### config.mk
export PLATFORM = sky130hd
export DESIGN_NAME = button_click_event_detector_top
export DESIGN_NICKNAME = d
export VERILOG_FILES = /design/src/design/bced_pkg.sv /design/src/design/button_click_event_detector_top.sv /design/src/design/bced_cfg.sv /design/src/design/bced_core.sv /design/src/design/bced_evq.sv
export SDC_FILE = /design/constraint.sdc
export NUM_CORES = 1
export LEC_CHECK = 0
export BUFFER_PORTS_ARGS = -buffer_cell sky130_fd_sc_hd__buf_2
export CORE_AREA = 5 5 123 125
export CTS_CLUSTER_DIAMETER = 150
export CTS_CLUSTER_SIZE = 24
export DETAILED_ROUTE_END_ITERATION = 7
export DIE_AREA = 0 0 128 130
export HOLD_SLACK_MARGIN = 0.03
export PLACE_DENSITY = 0.72
export SLEW_MARGIN = 20
export SYNTH_ARGS = -nofsm -noshare
export SYNTH_HDL_FRONTEND = slang
export SYNTH_SLANG_ARGS = --single-unit
### constraint.sdc
create_clock -name clk -period 5.7 [get_ports clk]
set_input_delay 0.855 -clock clk [delete_from_list [all_inputs] [get_ports clk]]
set_output_delay 0.855 -clock clk [all_outputs]
set_load 0.01 [all_outputs]
### src/design/bced_pkg.sv
// shared types and constants for the button click event detector
// no dependencies
`default_nettype none

package bced_pkg;

    localparam int TICK_BITS = 16;
    localparam int CMP_W     = (TICK_BITS > 16) ? TICK_BITS : 16;
    localparam int FIFO_DEPTH = 4;
    localparam int PTR_W     = $clog2(FIFO_DEPTH);
    localparam int LVL_W     = $clog2(FIFO_DEPTH + 1);

    typedef logic [TICK_BITS-1:0] tick_t;
    typedef logic [CMP_W-1:0]     cmp_t;
    typedef logic [PTR_W-1:0]     ptr_t;
    typedef logic [LVL_W-1:0]     lvl_t;

    // event codes
    localparam logic [2:0] EV_DOWN       = 3'd0;
    localparam logic [2:0] EV_UP         = 3'd1;
    localparam logic [2:0] EV_REPEAT     = 3'd2;
    localparam logic [2:0] EV_SINGLE     = 3'd3;
    localparam logic [2:0] EV_DOUBLE     = 3'd4;
    localparam logic [2:0] EV_LONG_START = 3'd5;
    localparam logic [2:0] EV_LONG_HOLD  = 3'd6;

    // register indexes
    localparam logic [2:0] REG_ACTIVE   = 3'd0;
    localparam logic [2:0] REG_DEBOUNCE = 3'd1;
    localparam logic [2:0] REG_SHORT    = 3'd2;
    localparam logic [2:0] REG_LONG     = 3'd3;
    localparam logic [2:0] REG_ENABLE   = 3'd4;

    // register reset values
    localparam logic        ACTIVE_RESET   = 1'b0;
    localparam logic [7:0]  DEBOUNCE_RESET = 8'd3;
    localparam logic [15:0] SHORT_RESET    = 16'd60;
    localparam logic [15:0] LONG_RESET     = 16'd200;
    localparam logic [6:0]  ENABLE_RESET   = 7'h7f;

    typedef struct packed {
        logic        press_level;
        logic [7:0]  debounce_len;
        logic [15:0] short_limit;
        logic [15:0] long_limit;
        logic [6:0]  event_enable;
    } cfg_t;

    // events of one tick after masking, in order
    typedef struct packed {
        logic [1:0] count;
        logic [2:0] code0;
        logic [2:0] code1;
    } push_t;

    typedef struct packed {
        logic [2:0] code;
        logic       last;
    } entry_t;

endpackage

`default_nettype wire

### src/design/button_click_event_detector_top.sv
// button click event detector: debounce, press state machine, event queue
// throughput: one sample per cycle while in_stall is low; events of an accepted
// sample enter the event queue; a tick with two events needs two output transfers
// in_stall is high while the four-entry event queue holds more than two events
// reset: asynchronous active-low rst_n clears the phase, counters and queue,
// loads register defaults and sets the stable level to the inactive level
`default_nettype none

module button_click_event_detector_top
    import bced_pkg::*;
(
    input  wire logic        clk,
    input  wire logic        rst_n,
    // apb-style configuration port
    input  wire logic        psel,
    input  wire logic        penable,
    input  wire logic        pwrite,
    input  wire logic [4:0]  paddr,
    input  wire logic [31:0] pwdata,
    output logic [31:0]      prdata,
    output logic             pready,
    // sample channel
    input  wire logic        in_valid,
    output logic             in_stall,
    input  wire logic        pin_sample,
    // event channel
    output logic             out_valid,
    input  wire logic        out_stall,
    output logic [2:0]       event_code,
    output logic             last
);

    cfg_t   cfg;
    push_t  push;
    entry_t head;
    lvl_t   level;
    logic   take;

    // a sample transfer completes on valid with no stall
    assign take = in_valid && !in_stall;

    // room is kept for the worst case of two events per tick
    assign in_stall = (level > lvl_t'(FIFO_DEPTH - 2));

    bced_cfg u_cfg (
        .clk     (clk),
        .rst_n   (rst_n),
        .psel    (psel),
        .penable (penable),
        .pwrite  (pwrite),
        .paddr   (paddr),
        .pwdata  (pwdata),
        .prdata  (prdata),
        .pready  (pready),
        .cfg     (cfg)
    );

    // debounce plus state machine, updated once per accepted sample
    bced_core u_core (
        .clk        (clk),
        .rst_n      (rst_n),
        .cfg        (cfg),
        .take       (take),
        .pin_sample (pin_sample),
        .push       (push)
    );

    // queued events leave one per output transfer
    bced_evq u_evq (
        .clk       (clk),
        .rst_n     (rst_n),
        .push      (push),
        .pop       (!out_stall),
        .head      (head),
        .not_empty (out_valid),
        .level     (level)
    );

    assign event_code = head.code;
    assign last       = head.last;

`ifndef SYNTH
    // queue never overfills
    a_level_bound: assert property (@(posedge clk) disable iff (!rst_n)
        level <= lvl_t'(FIFO_DEPTH))
        else $error("event queue level out of range");

    // the second event of a tick is already queued behind the first
    a_pair_follows: assert property (@(posedge clk) disable iff (!rst_n)
        out_valid && !out_stall && !last |=> out_valid)
        else $error("second event of a tick missing");

    // only defined event codes are offered
    a_code_range: assert property (@(posedge clk) disable iff (!rst_n)
        out_valid |-> event_code != 3'd7)
        else $error("undefined event code on output");
`endif

endmodule

`default_nettype wire

### src/design/bced_cfg.sv
// configuration register file behind the apb-style port
// depends on bced_pkg
`default_nettype none

module bced_cfg
    import bced_pkg::*;
(
    input  wire logic        clk,
    input  wire logic        rst_n,
    input  wire logic        psel,
    input  wire logic        penable,
    input  wire logic        pwrite,
    input  wire logic [4:0]  paddr,
    input  wire logic [31:0] pwdata,
    output logic [31:0]      prdata,
    output logic             pready,
    output cfg_t             cfg
);

    cfg_t       cfg_reg;
    logic [2:0] idx;
    logic       wr_en;

    assign idx    = paddr[4:2];
    assign wr_en  = psel && penable && pwrite;
    assign pready = 1'b1;
    assign cfg    = cfg_reg;

    always_ff @(posedge clk or negedge rst_n)
    begin
        if (!rst_n)
        begin
            cfg_reg.press_level  <= ACTIVE_RESET;
            cfg_reg.debounce_len <= DEBOUNCE_RESET;
            cfg_reg.short_limit  <= SHORT_RESET;
            cfg_reg.long_limit   <= LONG_RESET;
            cfg_reg.event_enable <= ENABLE_RESET;
        end
        else if (wr_en)
        begin
            unique case (idx)
                REG_ACTIVE:   cfg_reg.press_level  <= pwdata[0];
                REG_DEBOUNCE: cfg_reg.debounce_len <= pwdata[7:0];
                REG_SHORT:    cfg_reg.short_limit  <= pwdata[15:0];
                REG_LONG:     cfg_reg.long_limit   <= pwdata[15:0];
                REG_ENABLE:   cfg_reg.event_enable <= pwdata[6:0];
                default:      ;
            endcase
        end
    end

    always_comb
    begin
        unique case (idx)
            REG_ACTIVE:   prdata = {31'd0, cfg_reg.press_level};
            REG_DEBOUNCE: prdata = {24'd0, cfg_reg.debounce_len};
            REG_SHORT:    prdata = {16'd0, cfg_reg.short_limit};
            REG_LONG:     prdata = {16'd0, cfg_reg.long_limit};
            REG_ENABLE:   prdata = {25'd0, cfg_reg.event_enable};
            default:      prdata = 32'd0;
        endcase
    end

endmodule

`default_nettype wire

### src/design/bced_core.sv
// debounce and press state machine, one tick per accepted sample
// depends on bced_pkg
`default_nettype none

module bced_core
    import bced_pkg::*;
(
    input  wire logic clk,
    input  wire logic rst_n,
    input  wire cfg_t cfg,
    input  wire logic take,
    input  wire logic pin_sample,
    output push_t     push
);

    typedef enum logic [2:0] {
        PH_IDLE    = 3'd0,
        PH_PRESSED = 3'd1,
        PH_WAIT    = 3'd2,
        PH_REPEAT  = 3'd3,
        PH_LONG    = 3'd5
    } phase_t;

    phase_t     phase_reg, phase_next;
    tick_t      tick_reg, tick_next, tick_inc;
    logic [7:0] bounce_reg, bounce_next, bounce_inc;
    logic       stable_reg, stable_next;
    logic [3:0] repeats_reg, repeats_next;
    logic       pressed;
    logic       v0, v1;
    logic [2:0] c0, c1;
    logic       e0, e1;
    cmp_t       tick_w, short_w, long_w;

    always_comb
    begin
        // tick counter saturates
        tick_inc = tick_reg;
        if (phase_reg != PH_IDLE && tick_reg != '1)
            tick_inc = tick_reg + tick_t'(1);

        // run-length debounce
        stable_next = stable_reg;
        bounce_inc  = bounce_reg;
        bounce_next = 8'd0;
        if (pin_sample != stable_reg)
        begin
            if (bounce_reg != 8'hff)
                bounce_inc = bounce_reg + 8'd1;
            bounce_next = bounce_inc;
            if (bounce_inc >= cfg.debounce_len)
            begin
                stable_next = pin_sample;
                bounce_next = 8'd0;
            end
        end

        pressed = (stable_next == cfg.press_level);
        tick_w  = cmp_t'(tick_inc);
        short_w = cmp_t'(cfg.short_limit);
        long_w  = cmp_t'(cfg.long_limit);

        phase_next   = phase_reg;
        tick_next    = tick_inc;
        repeats_next = repeats_reg;
        v0 = 1'b0;
        v1 = 1'b0;
        c0 = EV_DOWN;
        c1 = EV_REPEAT;

        unique case (phase_reg)
            PH_IDLE:
            begin
                if (pressed)
                begin
                    v0 = 1'b1;
                    c0 = EV_DOWN;
                    tick_next    = '0;
                    repeats_next = 4'd1;
                    phase_next   = PH_PRESSED;
                end
            end
            PH_PRESSED:
            begin
                if (!pressed)
                begin
                    v0 = 1'b1;
                    c0 = EV_UP;
                    tick_next  = '0;
                    phase_next = PH_WAIT;
                end
                else if (tick_w > long_w)
                begin
                    v0 = 1'b1;
                    c0 = EV_LONG_START;
                    phase_next = PH_LONG;
                end
            end
            PH_WAIT:
            begin
                if (pressed)
                begin
                    v0 = 1'b1;
                    c0 = EV_DOWN;
                    v1 = 1'b1;
                    c1 = EV_REPEAT;
                    if (repeats_reg != 4'hf)
                        repeats_next = repeats_reg + 4'd1;
                    tick_next  = '0;
                    phase_next = PH_REPEAT;
                end
                else if (tick_w > short_w)
                begin
                    if (repeats_reg == 4'd1)
                    begin
                        v0 = 1'b1;
                        c0 = EV_SINGLE;
                    end
                    else if (repeats_reg == 4'd2)
                    begin
                        v0 = 1'b1;
                        c0 = EV_DOUBLE;
                    end
                    phase_next = PH_IDLE;
                end
            end
            PH_REPEAT:
            begin
                if (!pressed)
                begin
                    v0 = 1'b1;
                    c0 = EV_UP;
                    if (tick_w < short_w)
                    begin
                        tick_next  = '0;
                        phase_next = PH_WAIT;
                    end
                    else
                        phase_next = PH_IDLE;
                end
                else if (tick_w > short_w)
                    phase_next = PH_IDLE;
            end
            PH_LONG:
            begin
                v0 = 1'b1;
                if (pressed)
                    c0 = EV_LONG_HOLD;
                else
                begin
                    c0 = EV_UP;
                    phase_next = PH_IDLE;
                end
            end
            default:
                phase_next = PH_IDLE;
        endcase

        // suppress masked events, compact the rest
        e0 = v0 && cfg.event_enable[c0];
        e1 = v1 && cfg.event_enable[c1];
        push.count = take ? (2'(e0) + 2'(e1)) : 2'd0;
        push.code0 = e0 ? c0 : c1;
        push.code1 = c1;
    end

    always_ff @(posedge clk or negedge rst_n)
    begin
        if (!rst_n)
        begin
            phase_reg   <= PH_IDLE;
            tick_reg    <= '0;
            bounce_reg  <= 8'd0;
            stable_reg  <= ~ACTIVE_RESET;
            repeats_reg <= 4'd0;
        end
        else if (take)
        begin
            phase_reg   <= phase_next;
            tick_reg    <= tick_next;
            bounce_reg  <= bounce_next;
            stable_reg  <= stable_next;
            repeats_reg <= repeats_next;
        end
    end

endmodule

`default_nettype wire

### src/design/bced_evq.sv
// small event queue that holds results until the output side takes them
// depends on bced_pkg
`default_nettype none

module bced_evq
    import bced_pkg::*;
(
    input  wire logic  clk,
    input  wire logic  rst_n,
    input  wire push_t push,
    input  wire logic  pop,
    output entry_t     head,
    output logic       not_empty,
    output lvl_t       level
);

    entry_t mem_reg [FIFO_DEPTH];
    ptr_t   wr_ptr_reg, rd_ptr_reg;
    lvl_t   level_reg;
    logic   pop_ok;

    assign pop_ok    = pop && (level_reg != '0);
    assign head      = mem_reg[rd_ptr_reg];
    assign not_empty = (level_reg != '0);
    assign level     = level_reg;

    always_ff @(posedge clk)
    begin
        if (push.count == 2'd1)
            mem_reg[wr_ptr_reg] <= '{code: push.code0, last: 1'b1};
        else if (push.count == 2'd2)
        begin
            mem_reg[wr_ptr_reg]             <= '{code: push.code0, last: 1'b0};
            mem_reg[wr_ptr_reg + ptr_t'(1)] <= '{code: push.code1, last: 1'b1};
        end
    end

    always_ff @(posedge clk or negedge rst_n)
    begin
        if (!rst_n)
        begin
            wr_ptr_reg <= '0;
            rd_ptr_reg <= '0;
            level_reg  <= '0;
        end
        else
        begin
            wr_ptr_reg <= wr_ptr_reg + ptr_t'(push.count);
            if (pop_ok)
                rd_ptr_reg <= rd_ptr_reg + ptr_t'(1);
            level_reg <= level_reg + lvl_t'(push.count) - lvl_t'(pop_ok);
        end
    end

endmodule

`default_nettype wire
=== After elaboration in Yosys (flattened, before gate mapping) ===
Memory sizes are Yosys's and may differ from the RTL's.
Cells that the tools add are included.
W data, S select, Z words.

* Memories kept: 1
* Bits of input ports: 45
* Word-level logic and storage cells: 129
* Output and inout port bits: 39
* Bits in writable memories: 16
* Register bits after elaboration: 87

* Eq/ne operators: 22
* Bitwise logic cells: 1
* Order comparisons: 6
* Multiplexer cells: 55
* Reduce and logical (&&, ||, !) cells: 22
* Add/subtract/negate cells: 9

{| class="wikitable"
|+ Memory list
! memory !! words !! width !! read ports !! clocked after Yosys merged registers in !! wr ports !! line !! source
|-
| u_evq.mem_reg || 4 || 4 || 1 || 0 || 2 || bced_evq.sv:17 || <nowiki>entry_t mem_reg [FIFO_DEPTH];</nowiki>
|}

{| class="wikitable"
|+ Operators by type and width
! cell !! count
|-
| $mux W16 || 5
|-
| $pmux W16 S5 || 1
|-
| $pmux W16 S3 || 1
|-
| $mux W3 || 15
|-
| $gt A16 B16 Y1 || 2
|-
| $mux W8 || 4
|-
| $mux W1 || 18
|-
| $add A16 B1 Y16 const B || 1
|-
| $lt A16 B16 Y1 || 1
|-
| $mux W4 || 4
|-
| $ne A16 B16 Y1 const B || 1
|-
| $pmux W3 S5 || 1
|-
| $eq A3 B2 Y1 const B || 4
|-
| $pmux W3 S4 || 1
|-
| $reduce_and A2 Y1 || 5
|-
| $add A8 B1 Y8 const B || 1
|-
| $ge A8 B8 Y1 || 1
|-
| $ne A8 B8 Y1 const B || 1
|-
| $pmux W4 S2 || 1
|-
| $logic_and A1 B1 Y1 || 7
|-
| $eq A3 B1 Y1 const B || 2
|-
| $eq A3 B3 Y1 const B || 2
|-
| $logic_not A3 Y1 || 2
|-
| $ne A2 B1 Y1 const B || 3
|-
| other kinds (27) || 31
|}

=== Logic depth before layout (Yosys ltp) ===
Gate-level depths: netlist (run 1).

* Depth in word-level cells: 19
* Depth in mapped cells: 29
* Gate-level depth less buffers: 28

=== Modules after synthesis ===
From an unflattened synthesis (run 1), not the netlist that was laid out.

* Cell total of the unflattened synthesis: 718
* Area total of the unflattened synthesis: 7194.4 um^2

{| class="wikitable"
|+ By module, submodules not included
! module !! cells each !! times used !! area each (um^2) !! seq. area each (um^2)
|-
| bced_core || 426 || 1 || 3505.9 || 802.0
|-
| bced_cfg || 179 || 1 || 2432.3 || 1221.2
|-
| bced_evq || 109 || 1 || 1234.9 || 615.6
|-
| button_click_event_detector_top || 4 || 1 || 21.3 || 0.0
|}

=== Least setup slack after synthesis (run 1) ===
Ideal clock, no wire load.

* Kind: register -> register
* Start point: register u_core.tick_reg[0]
* End point: memory u_evq.mem_reg[2][3] (netlist bit)
* Path buffers: 1
* Required time: 5.584 ns
* Library setup time: 0.116 ns
* Slack: 0.224 ns
* Arrival time: 5.360 ns
* Cell stages (with the launch flop): 29
* Cells stage by stage: dfrtp_1 ha_1 nand3_1 nor3b_1 a21oi_1 nand4_1 nor2_1 nand3_1 nor2_1 xor2_1 ha_1 nand4_2 nor4_2 a21bo_2 a311oi_4 nand2_2 a31o_1 a211oi_2 o21a_2 nor2_1 nor2_1 ha_1 nand2_1 ha_1 clkbuf_8 nor2_1 nand2_1 nor2_1 nor3_1

{| class="wikitable"
|+ RTL lines
! element !! line !! source
|-
| start, declared || bced_core.sv:25 || <nowiki>tick_t tick_reg, tick_next, tick_inc;</nowiki>
|-
| start signal, assigned || bced_core.sv:180 || <nowiki>tick_reg <= tick_next;</nowiki>
|-
| end, declared || bced_evq.sv:17 ||
|}

==> results_dict.tcl, run 1 <==
set metrics [dict create \
    cts_buffers 9 \
    leakage_nw 3.48 \
    drive_above_1_share_pct 23.1 \
    synth_most_common_cell "nand2_1" \
    setup_ws_ns 0.361 \
    dr.max_layer_used "met4" \
    cp.arrival_ns 5.56 \
    regArea_mm2 0.00252 \
    dp_cells 949 \
    hp-class "primary input to asynchronous set/reset pin" \
    crit_top_cell "nor2_1" \
    io_pins 84 \
    vias 5433 \
    status "finished, final reports clean" \
    diodes 0 \
    critical_path.max_fanout 8 \
    clkTransAtPathRegs_ns 0.07 \
    grt_pass1_wl_mm 26.8 \
    cap_violations 0 \
    r2r_slack_ns 0.36 \
    wl_met2_mm 7.06 \
    synthFlopType "dfrtp_1" \
    drt-met1-wl_mm 7.74 \
    multi_input_area_mm2 0.00399 \
    critPathKind "flop to flop" \
    final_cells 971 \
    fillers 1272 \
    core_mm2 0.0138 \
    yosys.area.top_type_share_pct 25.8 \
    synth-async-reset-ratio_pct 84.5 \
    drc 0 \
    fmax_mhz 187 \
    dp_hpwl_mm 11.6 \
    dp_worst_setup_slack_ns 0.124 \
    drtAntennaViolNets 0 \
    dr.pass1.iters 5 \
    netlist_area_mm2 0.00679 \
    clkSinkCount 103 \
    r2r-start "u_core.tick_reg[1]" \
    fin_crit_sh_pct 93.7 \
    syn2layout_area_growth_pct 12.9 \
    relSlewSlack_pct 31.6 \
    slowest_stage "dfrtp_1" \
    ys.warnings.count 0 \
    insertion_delay_ns 0.36 \
    worst_setup_path_start_kind "flop" \
    initial_core_util_pct 49.3 \
    layout.nets 883 \
    routabilityCongestion 0.848 \
    largest_register_ffs 48 \
    synth_edf_count 0 \
    final_util_pct 55.6 \
    ys_types 73 \
    synth_top_cells_by_area "dfrtp_1, ha_1, dfstp_2" \
    cts_root_buf "clkbuf_16" \
    yosys.area.top_type "dfrtp_1" \
    synthCells 735 \
    clock_skew_ns 0.0110 \
    setup_violations 0 \
    antenna_found_initial 0 \
    grt.overflow.total 0 \
    stdcell_area_mm2 0.00766 \
    grt_pass1_vias 5316 \
    wl_per_cell_um 16.3 \
    met3_length_um 800 \
    dieArea_mm2 0.0166 \
    hold_viol_final 0 \
    crit_path_max_incr_delay_ns 0.40 \
    drt_first_iter_violations 438 \
    finalMaxSlewViolations 0 \
    die_h_um 130 \
    yosysSeqAreaShare_pct 37.1 \
    viasPerCell 5.60 \
    rows 43 \
    cts_tree "yes" \
    dpl_cell_area_mm2 0.00715 \
    rr_worst_depth 26 \
    vdd_drop_max_v 0.000279 \
    grt.total_usage_pct 20.0 \
    p_per_area_mw_per_mm2 358 \
    period_minus_slack_ns 5.34 \
    ys_ff_latch 103 \
    ctsLongestPathBuffers 2 \
    routed_wl_mm 15.8 \
    die_x_um 128 \
    portBuffers 48 \
    cts_hold_buf 0 \
    cpLargestDelayFamily "simple AND/OR/NAND/NOR gates" \
    synthTopCellsByCount "nand2_1, dfrtp_1, o21ai_0, inv_1, ha_1" \
    crit_path_end_kind "flop" \
    cts_htree_levels 3 \
    path_buf_inv 1 \
    synth_area_per_cell_um2 9.23 \
    tightest_slew_ns 1.02 \
    cp.required_ns 5.92 \
    grt_max_degree 72 \
    rr_endpoint "u_evq.mem_reg[3][1]" \
]
## layout by cell type (no fill, tap or decap), types with 12 or more instances in the layout
| cell | count |
|---|---|
| buf_2 | 47 |
| buf_4 | 19 |
| dfxtp_1 | 16 |
| a22o_1 | 12 |
| dfstp_2 | 17 |
| nand4_1 | 15 |
| o21ai_0 | 64 |
| xnor2_1 | 15 |
| nand2_1 | 69 |
| mux2i_1 | 16 |
| nand3_1 | 20 |
| conb_1 | 17 |
| ha_1 | 48 |
| inv_1 | 59 |
| mux2_2 | 30 |
| a21oi_1 | 35 |
| dfrtp_1 | 68 |
| nor2_1 | 42 |
## metal layers
| metal | global-route usage, % | vias to the layer above |
|---|---|---|
| li1 | - | 2691 |
| met1 | 28.5 | 2598 |
| met2 | 31.6 | 128 |
| met3 | 3.85 | 16 |
| met4 | 4.74 | 0 |
| met5 | 0 | - |
## cells by family (layout without fill, tap and decap cells)
logic type,Yosys count,in the layout,share of synthesized area [%]
XOR/XNOR,27,27,3.49
buffers and inverters,101,142,7.23
AO/OA/AOI/OAI,184,184,18.1
multiplexers,50,50,8.67
AND/OR/NAND/NOR,215,215,15.5
other,2,17,0.111
adder cells (fa/ha/maj),53,53,9.85
flip-flops,103,103,37.1
## stage by stage
step	setup TNS (ns)	hold WS (ns)	total power [mW]
detailed placement	0	0.480	2.04
global route	-0.0229	0.363	2.94
floorplan	0	0.443	1.79
finish	0	0.350	2.74
global placement	0	0.471	2.01
CTS	0	0.353	2.72
## layout make-up
cell class,count,area share [%]
Timing Repair Buffer,67,5.08
Inverter,59,2.89
Tap cell,180,2.94
Multi-Input combinational cell,546,52.0
Clock inverter,5,1.08
Sequential cell,103,32.9
Clock buffer,11,3.04
## repair_timing
action / 4_1_cts / 5_1_grt
setup endpoints to repair: 0 / 19
resized for setup: 0 / 34
buffers inserted: 0 / 6
## worst max-delay path by stage
stage	start	end	slack, ns	cells past startpoint
floorplan	u_core.tick_reg[0]	u_evq.mem_reg[2][3]	0.22	28
global placement	u_core.tick_reg[0]	u_evq.mem_reg[0][3]	0.24	27
detailed placement	u_core.tick_reg[0]	u_evq.mem_reg[0][3]	0.12	26
CTS	u_core.tick_reg[0]	u_evq.mem_reg[0][3]	0.07	27
global route	u_core.tick_reg[1]	u_evq.mem_reg[3][1]	-0.01	27
finish	u_core.tick_reg[1]	u_evq.mem_reg[3][1]	0.36	26
## power breakdown
| group | total [mW] | internal [mW] | leakage [nW] | switching [mW] |
|---|---|---|---|---|
| Combinational | 0.991 | 0.438 | 2.15 | 0.553 |
| Clock | 0.667 | 0.385 | 0.142 | 0.281 |
| Sequential | 1.08 | 0.906 | 1.20 | 0.174 |
Power figures use the tool's default switching activity.
==> inputs of run 2 (changes only) <==
RECOVER_POWER = 100   (was not set)
==> results_dict.tcl, run 2 (synthesis gave the netlist of run 1 again) <==
set metrics [dict create \
    die_h_um 130 \
    fin_crit_sh_pct 93.4 \
    core_mm2 0.0138 \
    vias 5456 \
    insertion_delay_ns 0.35 \
    failed_checks "capacitance limit, slew limit" \
    layout.nets 883 \
    multi_input_area_mm2 0.00397 \
    cpLargestDelayFamily "simple AND/OR/NAND/NOR gates" \
    r2r_slack_ns 0.37 \
    dr.pass1.iters 5 \
    cts_htree_levels 3 \
    leakage_nw 3.39 \
    vdd_drop_max_v 0.000279 \
    layout_common_cells "nand2_1, dfrtp_1, o21ai_0" \
    drc 0 \
    status "finished with violations" \
    cts_tree "yes" \
    drt_first_iter_violations 419 \
    routed_wl_mm 15.8 \
    final_common_cell "nand2_1" \
    drive_above_1_share_pct 19.3 \
    r2r-start "u_core.tick_reg[1]" \
    slowest_stage "dfrtp_1" \
    wl_met2_mm 7.11 \
    cts_root_buf "clkbuf_16" \
    worst_setup_path_start_kind "flop" \
    die_x_um 128 \
    dieArea_mm2 0.0166 \
    dp_hpwl_mm 11.6 \
    largest_register_ffs 48 \
    ctsLongestPathBuffers 2 \
    diodes 0 \
    path_buf_inv 1 \
    syn2layout_area_growth_pct 12.0 \
    dp_cells 949 \
    cp-endpoint "u_evq.mem_reg[3][1]" \
    crit_path_end_kind "flop" \
    rr_endpoint "u_evq.mem_reg[3][1]" \
    critical_path.max_fanout 8 \
    critPathKind "flop to flop" \
    setup_violations 0 \
    clock_skew_ns 0.0108 \
    period_minus_slack_ns 5.33 \
    cts_hold_buf 0 \
    wl_per_cell_um 16.3 \
    p_per_area_mw_per_mm2 359 \
    portBuffers 48 \
    cts_buffers 9 \
    initial_core_util_pct 49.3 \
    cap_violations 2 \
    antenna_found_initial 0 \
    crit_top_cell "nor2_1" \
    io_pins 84 \
    final_cells 971 \
    grt_max_degree 72 \
    finalMaxSlewViolations 98 \
    hold_ws_ns 0.495 \
    cp.required_ns 5.92 \
    crit_path_max_incr_delay_ns 0.40 \
    cp.arrival_ns 5.55 \
    regArea_mm2 0.00252 \
    rr_worst_depth 26 \
    drtAntennaViolNets 0 \
    grt_pass1_wl_mm 26.8 \
    critical_path_depth 26 \
    met3_length_um 827 \
    clkTransAtPathRegs_ns 0.07 \
    clkSinkCount 103 \
    crit_start "u_core.tick_reg[1]" \
    grt_pass1_vias 5316 \
    viasPerCell 5.62 \
    routabilityCongestion 0.848 \
    grt.overflow.total 0 \
    fmax_mhz 188 \
    fillers 1290 \
    grt.total_usage_pct 20.0 \
    tightest_slew_ns 1.77 \
    hp-class "flop to flop" \
    rows 43 \
    drt-met1-wl_mm 7.68 \
    relSlewSlack_pct -17.9 \
    dr.max_layer_used "met4" \
    hold_viol_final 0 \
]
-- run 2: cell types whose count changed in the layout (fill, tap and decap cells not counted), sizes merged --
| cell | previous run | this run |
|---|---|---|
| clkbuf | 11 | 38 |
| buf | 67 | 40 |
-- run 2: how the worst min path moves through the flow --
stage	from	slack, ns	end	cells after the start
after floorplan	u_evq.mem_reg[3][1]	0.44	u_evq.mem_reg[3][1]	2
after global placement	u_evq.mem_reg[3][1]	0.47	u_evq.mem_reg[3][1]	2
after detailed placement	u_evq.mem_reg[2][0]	0.48	u_evq.mem_reg[2][0]	2
after CTS	rst_n	0.35	u_cfg.cfg[30]	1
after global routing	u_core.tick_reg[11]	0.52	u_core.tick_reg[11]	1
final	u_evq.mem_reg[3][1]	0.49	u_evq.mem_reg[3][1]	2
-- run 2: final cells by class --
type / count / area share, %
clock inverter: 5 / 1.09
inverter: 59 / 2.91
sequential: 103 / 33.2
multi-input combinational: 546 / 52.3
tap: 180 / 2.96
clock buffer: 11 / 3.06
timing repair buffer: 67 / 4.56
-- run 2: worst register-to-register path, cell delays in order (launching register included) --
cell and delay (ns):
dfrtp_1 0.40, ha_2 0.20, nand3_1 0.10, nor3b_1 0.25, a21oi_2 0.11, nand2b_2 0.17
nor2_1 0.07, and3_1 0.20, xor2_2 0.17, ha_1 0.38, nand4_4 0.16, nor4_4 0.31
a21bo_2 0.28, a311oi_4 0.35, nand2_2 0.10, a31o_1 0.25, a211oi_2 0.20, o21a_2 0.20
nor2_1 0.05, nor2_1 0.09, ha_1 0.24, nand2_2 0.07, ha_2 0.29, buf_4 0.18
and3_1 0.18, a21oi_1 0.10, o21ai_0 0.09
-- run 2: per-layer routing --
layer	track usage [%]	vias to the layer above
li1	-	2690
met1	28.5	2608
met2	31.6	143
met3	3.85	15
met4	4.74	0
met5	0	-
-- run 2: stage by stage --
step / cell area, µm² / total power [mW] / utilization [%] / TNS, ns / worst slack, ns
CTS: 7460 / 2.72 / 54.2 / 0 / 0.0654
floorplan: 6840 / 1.79 / - / 0 / 0.224
detailed placement: 7150 / 2.04 / 51.9 / 0 / 0.124
global route: 7600 / 2.93 / 55.2 / -0.0228 / -0.0138
global placement: 7150 / 2.01 / 51.9 / 0 / 0.244
finish: 7600 / 2.73 / 55.2 / 0 / 0.373
-- run 2: where the power goes --
| part | switching (mW) | leakage, nW | internal, mW |
|---|---|---|---|
| logic | 0.554 | 2.05 | 0.425 |
| registers | 0.174 | 1.20 | 0.906 |
| clock network | 0.281 | 0.142 | 0.386 |
-- run 2: what timing repair did --
item | in CTS | in global routing
buffers inserted | 0 | 6
endpoints found under the setup margin | 0 | 19
gates resized for setup | 0 | 34
==> inputs of run 3 (changes only) <==
PLACE_DENSITY = 0.82   (was 0.72)
==> results_dict.tcl, run 3 (synthesis gave the netlist of run 1 again) <==
set metrics [dict create \
    status "finished with violations" \
    failed_checks "capacitance limit, slew limit" \
    clkSinkCount 103 \
    fin_crit_sh_pct 95.4 \
    p_total_mw 2.68 \
    p_per_area_mw_per_mm2 355 \
    routed_wl_mm 15.5 \
    crit_start "u_core.tick_reg[12]" \
    min-delay-start "u_evq.mem_reg[0][0]" \
    dr.pass1.iters 5 \
    rr_worst_depth 26 \
    insertion_delay_ns 0.36 \
    cts_tree "yes" \
    grt_pass1_wl_mm 25.0 \
    relSlewSlack_pct -70.8 \
    cts_hold_buf 0 \
    switching_share_pct 37.6 \
    internal_power_mw 1.68 \
    pwr-share-clk_pct 23.3 \
    cpLargestDelayFamily "simple AND/OR/NAND/NOR gates" \
    whs_endpoint "u_evq.mem_reg[0][0]" \
    dieArea_mm2 0.0166 \
    p_seq_share_pct 40.0 \
    holdPathStages 2 \
    vdd_drop_max_v 0.000217 \
    grt_max_degree 50 \
    syn2layout_area_growth_pct 11.4 \
    antenna_found_initial 0 \
    viasPerCell 5.65 \
    combPwrFrac_pct 36.6 \
    final_common_cell "nand2_1" \
    hold_viol_final 0 \
    period_minus_slack_ns 5.44 \
    layout.nets 882 \
    fmax_mhz 184 \
    drive_above_1_share_pct 19.2 \
    die_x_um 128 \
    diodes 0 \
    drtAntennaViolNets 0 \
    layout_common_cells "nand2_1, dfrtp_1, o21ai_0" \
    cp.required_ns 5.94 \
    rows 43 \
    core_mm2 0.0138 \
    crit_path_end_kind "flop" \
    stdcell_area_mm2 0.00756 \
    worst_setup_path_start_kind "flop" \
    ctsLongestPathBuffers 2 \
    dpl_cell_area_mm2 0.00713 \
    largest_register_ffs 48 \
    clkTransAtPathRegs_ns 0.07 \
    leakage_nw 3.39 \
    p_sw_mw 1.01 \
    cts_buffers 9 \
    wl_per_cell_um 16.0 \
    portBuffers 48 \
    final_util_pct 54.9 \
    vias 5479 \
    grt_pass1_vias 5066 \
    initial_core_util_pct 49.3 \
    r2r_slack_ns 0.26 \
    r2r-start "u_core.tick_reg[12]" \
    io_pins 84 \
    drt_first_iter_violations 343 \
    setup_violations 0 \
    grt.total_usage_pct 18.6 \
    dp_hpwl_mm 11.5 \
    path_buf_inv 2 \
    cp.arrival_ns 5.68 \
    tightest_slew_ns 2.56 \
    clock_skew_ns 0.0112 \
    rr_endpoint "u_evq.mem_reg[0][2]" \
    cts_htree_levels 3 \
    fillers 1238 \
    crit_path_max_incr_delay_ns 0.42 \
    cts_root_buf "clkbuf_16" \
    critical_path.max_fanout 5 \
    hp-class "flop to flop" \
    routabilityCongestion 0.856 \
    critPathKind "flop to flop" \
    finalMaxSlewViolations 132 \
    drc 0 \
    rsz0062_at_grt "true" \
    die_h_um 130 \
    grt.overflow.total 0 \
    cap_violations 4 \
    slowest_stage "dfrtp_1" \
]
-- run 3: cell count changes in the layout (fill, tap and decap cells not counted), sizes merged --
cell      previous run  this run
clkbuf              38        36
clkinv               0         1
clkinvlp             3         1
inv                 59        62
bufinv               2         1
-- run 3: final cells by class --
type	count	area (µm²)	area share [%]
sequential	103	2520	33.3
multi-input combinational	546	3960	52.4
clock inverter	6	66.3	0.877
tap	180	225	2.98
timing repair buffer	66	338	4.47
inverter	59	221	2.93
clock buffer	10	229	3.03
-- run 3: worst max-delay path by stage --
stage	end	slack [ns]	cells after the start
global route	u_evq.mem_reg[1][0]	-0.07	28
detailed placement	u_evq.mem_reg[0][3]	0.16	25
floorplan	u_evq.mem_reg[2][3]	0.22	28
finish	u_evq.mem_reg[0][2]	0.26	26
global placement	u_evq.mem_reg[0][3]	0.20	26
CTS	u_evq.mem_reg[3][1]	0.07	26
-- run 3: stage by stage --
| step | hold WS (ns) | TNS (ns) | setup slack, ns | cells |
|---|---|---|---|---|
| finish | 0.496 | 0 | 0.264 | 970 |
| global route | 0.525 | -0.714 | -0.0694 | 970 |
| CTS | 0.480 | 0 | 0.0679 | 963 |
| detailed placement | 0.476 | 0 | 0.157 | 947 |
| global placement | 0.469 | 0 | 0.202 | 947 |
| floorplan | 0.443 | 0 | 0.224 | 750 |
-- run 3: per-layer routing --
metal  vias up  part of all wire (%)  track usage [%]
met4         0                   2.0             7.12
met3        19                   5.9             3.60
met1      2589                    47             26.7
met5         -                     0                0
li1       2695                     -                -
met2       176                    45             28.0
-- run 3: what timing repair did --
| action | CTS | global route |
|---|---|---|
| buffers inserted | 0 | 7 |
| resized for setup | 0 | 28 |
| endpoints found under the setup margin | 0 | 19 |
-- run 3: worst min-delay path, delay by kind of cell, from the launching register on --
kind | cells | cell delay, ns
and+or+nand+nor | 1 | 0.06
AOI/OAI and AO/OA | 1 | 0.07
DFF | 1 | 0.32
-- run 3: power groups by stage --
| stage | Sequential, mW | Clock (mW) | Combinational (mW) |
|---|---|---|---|
| after floorplan | 1.01 | 0 | 0.783 |
| after global placement | 1.08 | 0 | 0.924 |
| after detailed placement | 1.08 | 0 | 0.959 |
| after CTS | 1.07 | 0.639 | 0.964 |
| after global routing | 1.10 | 0.671 | 1.10 |
| final | 1.08 | 0.627 | 0.983 |
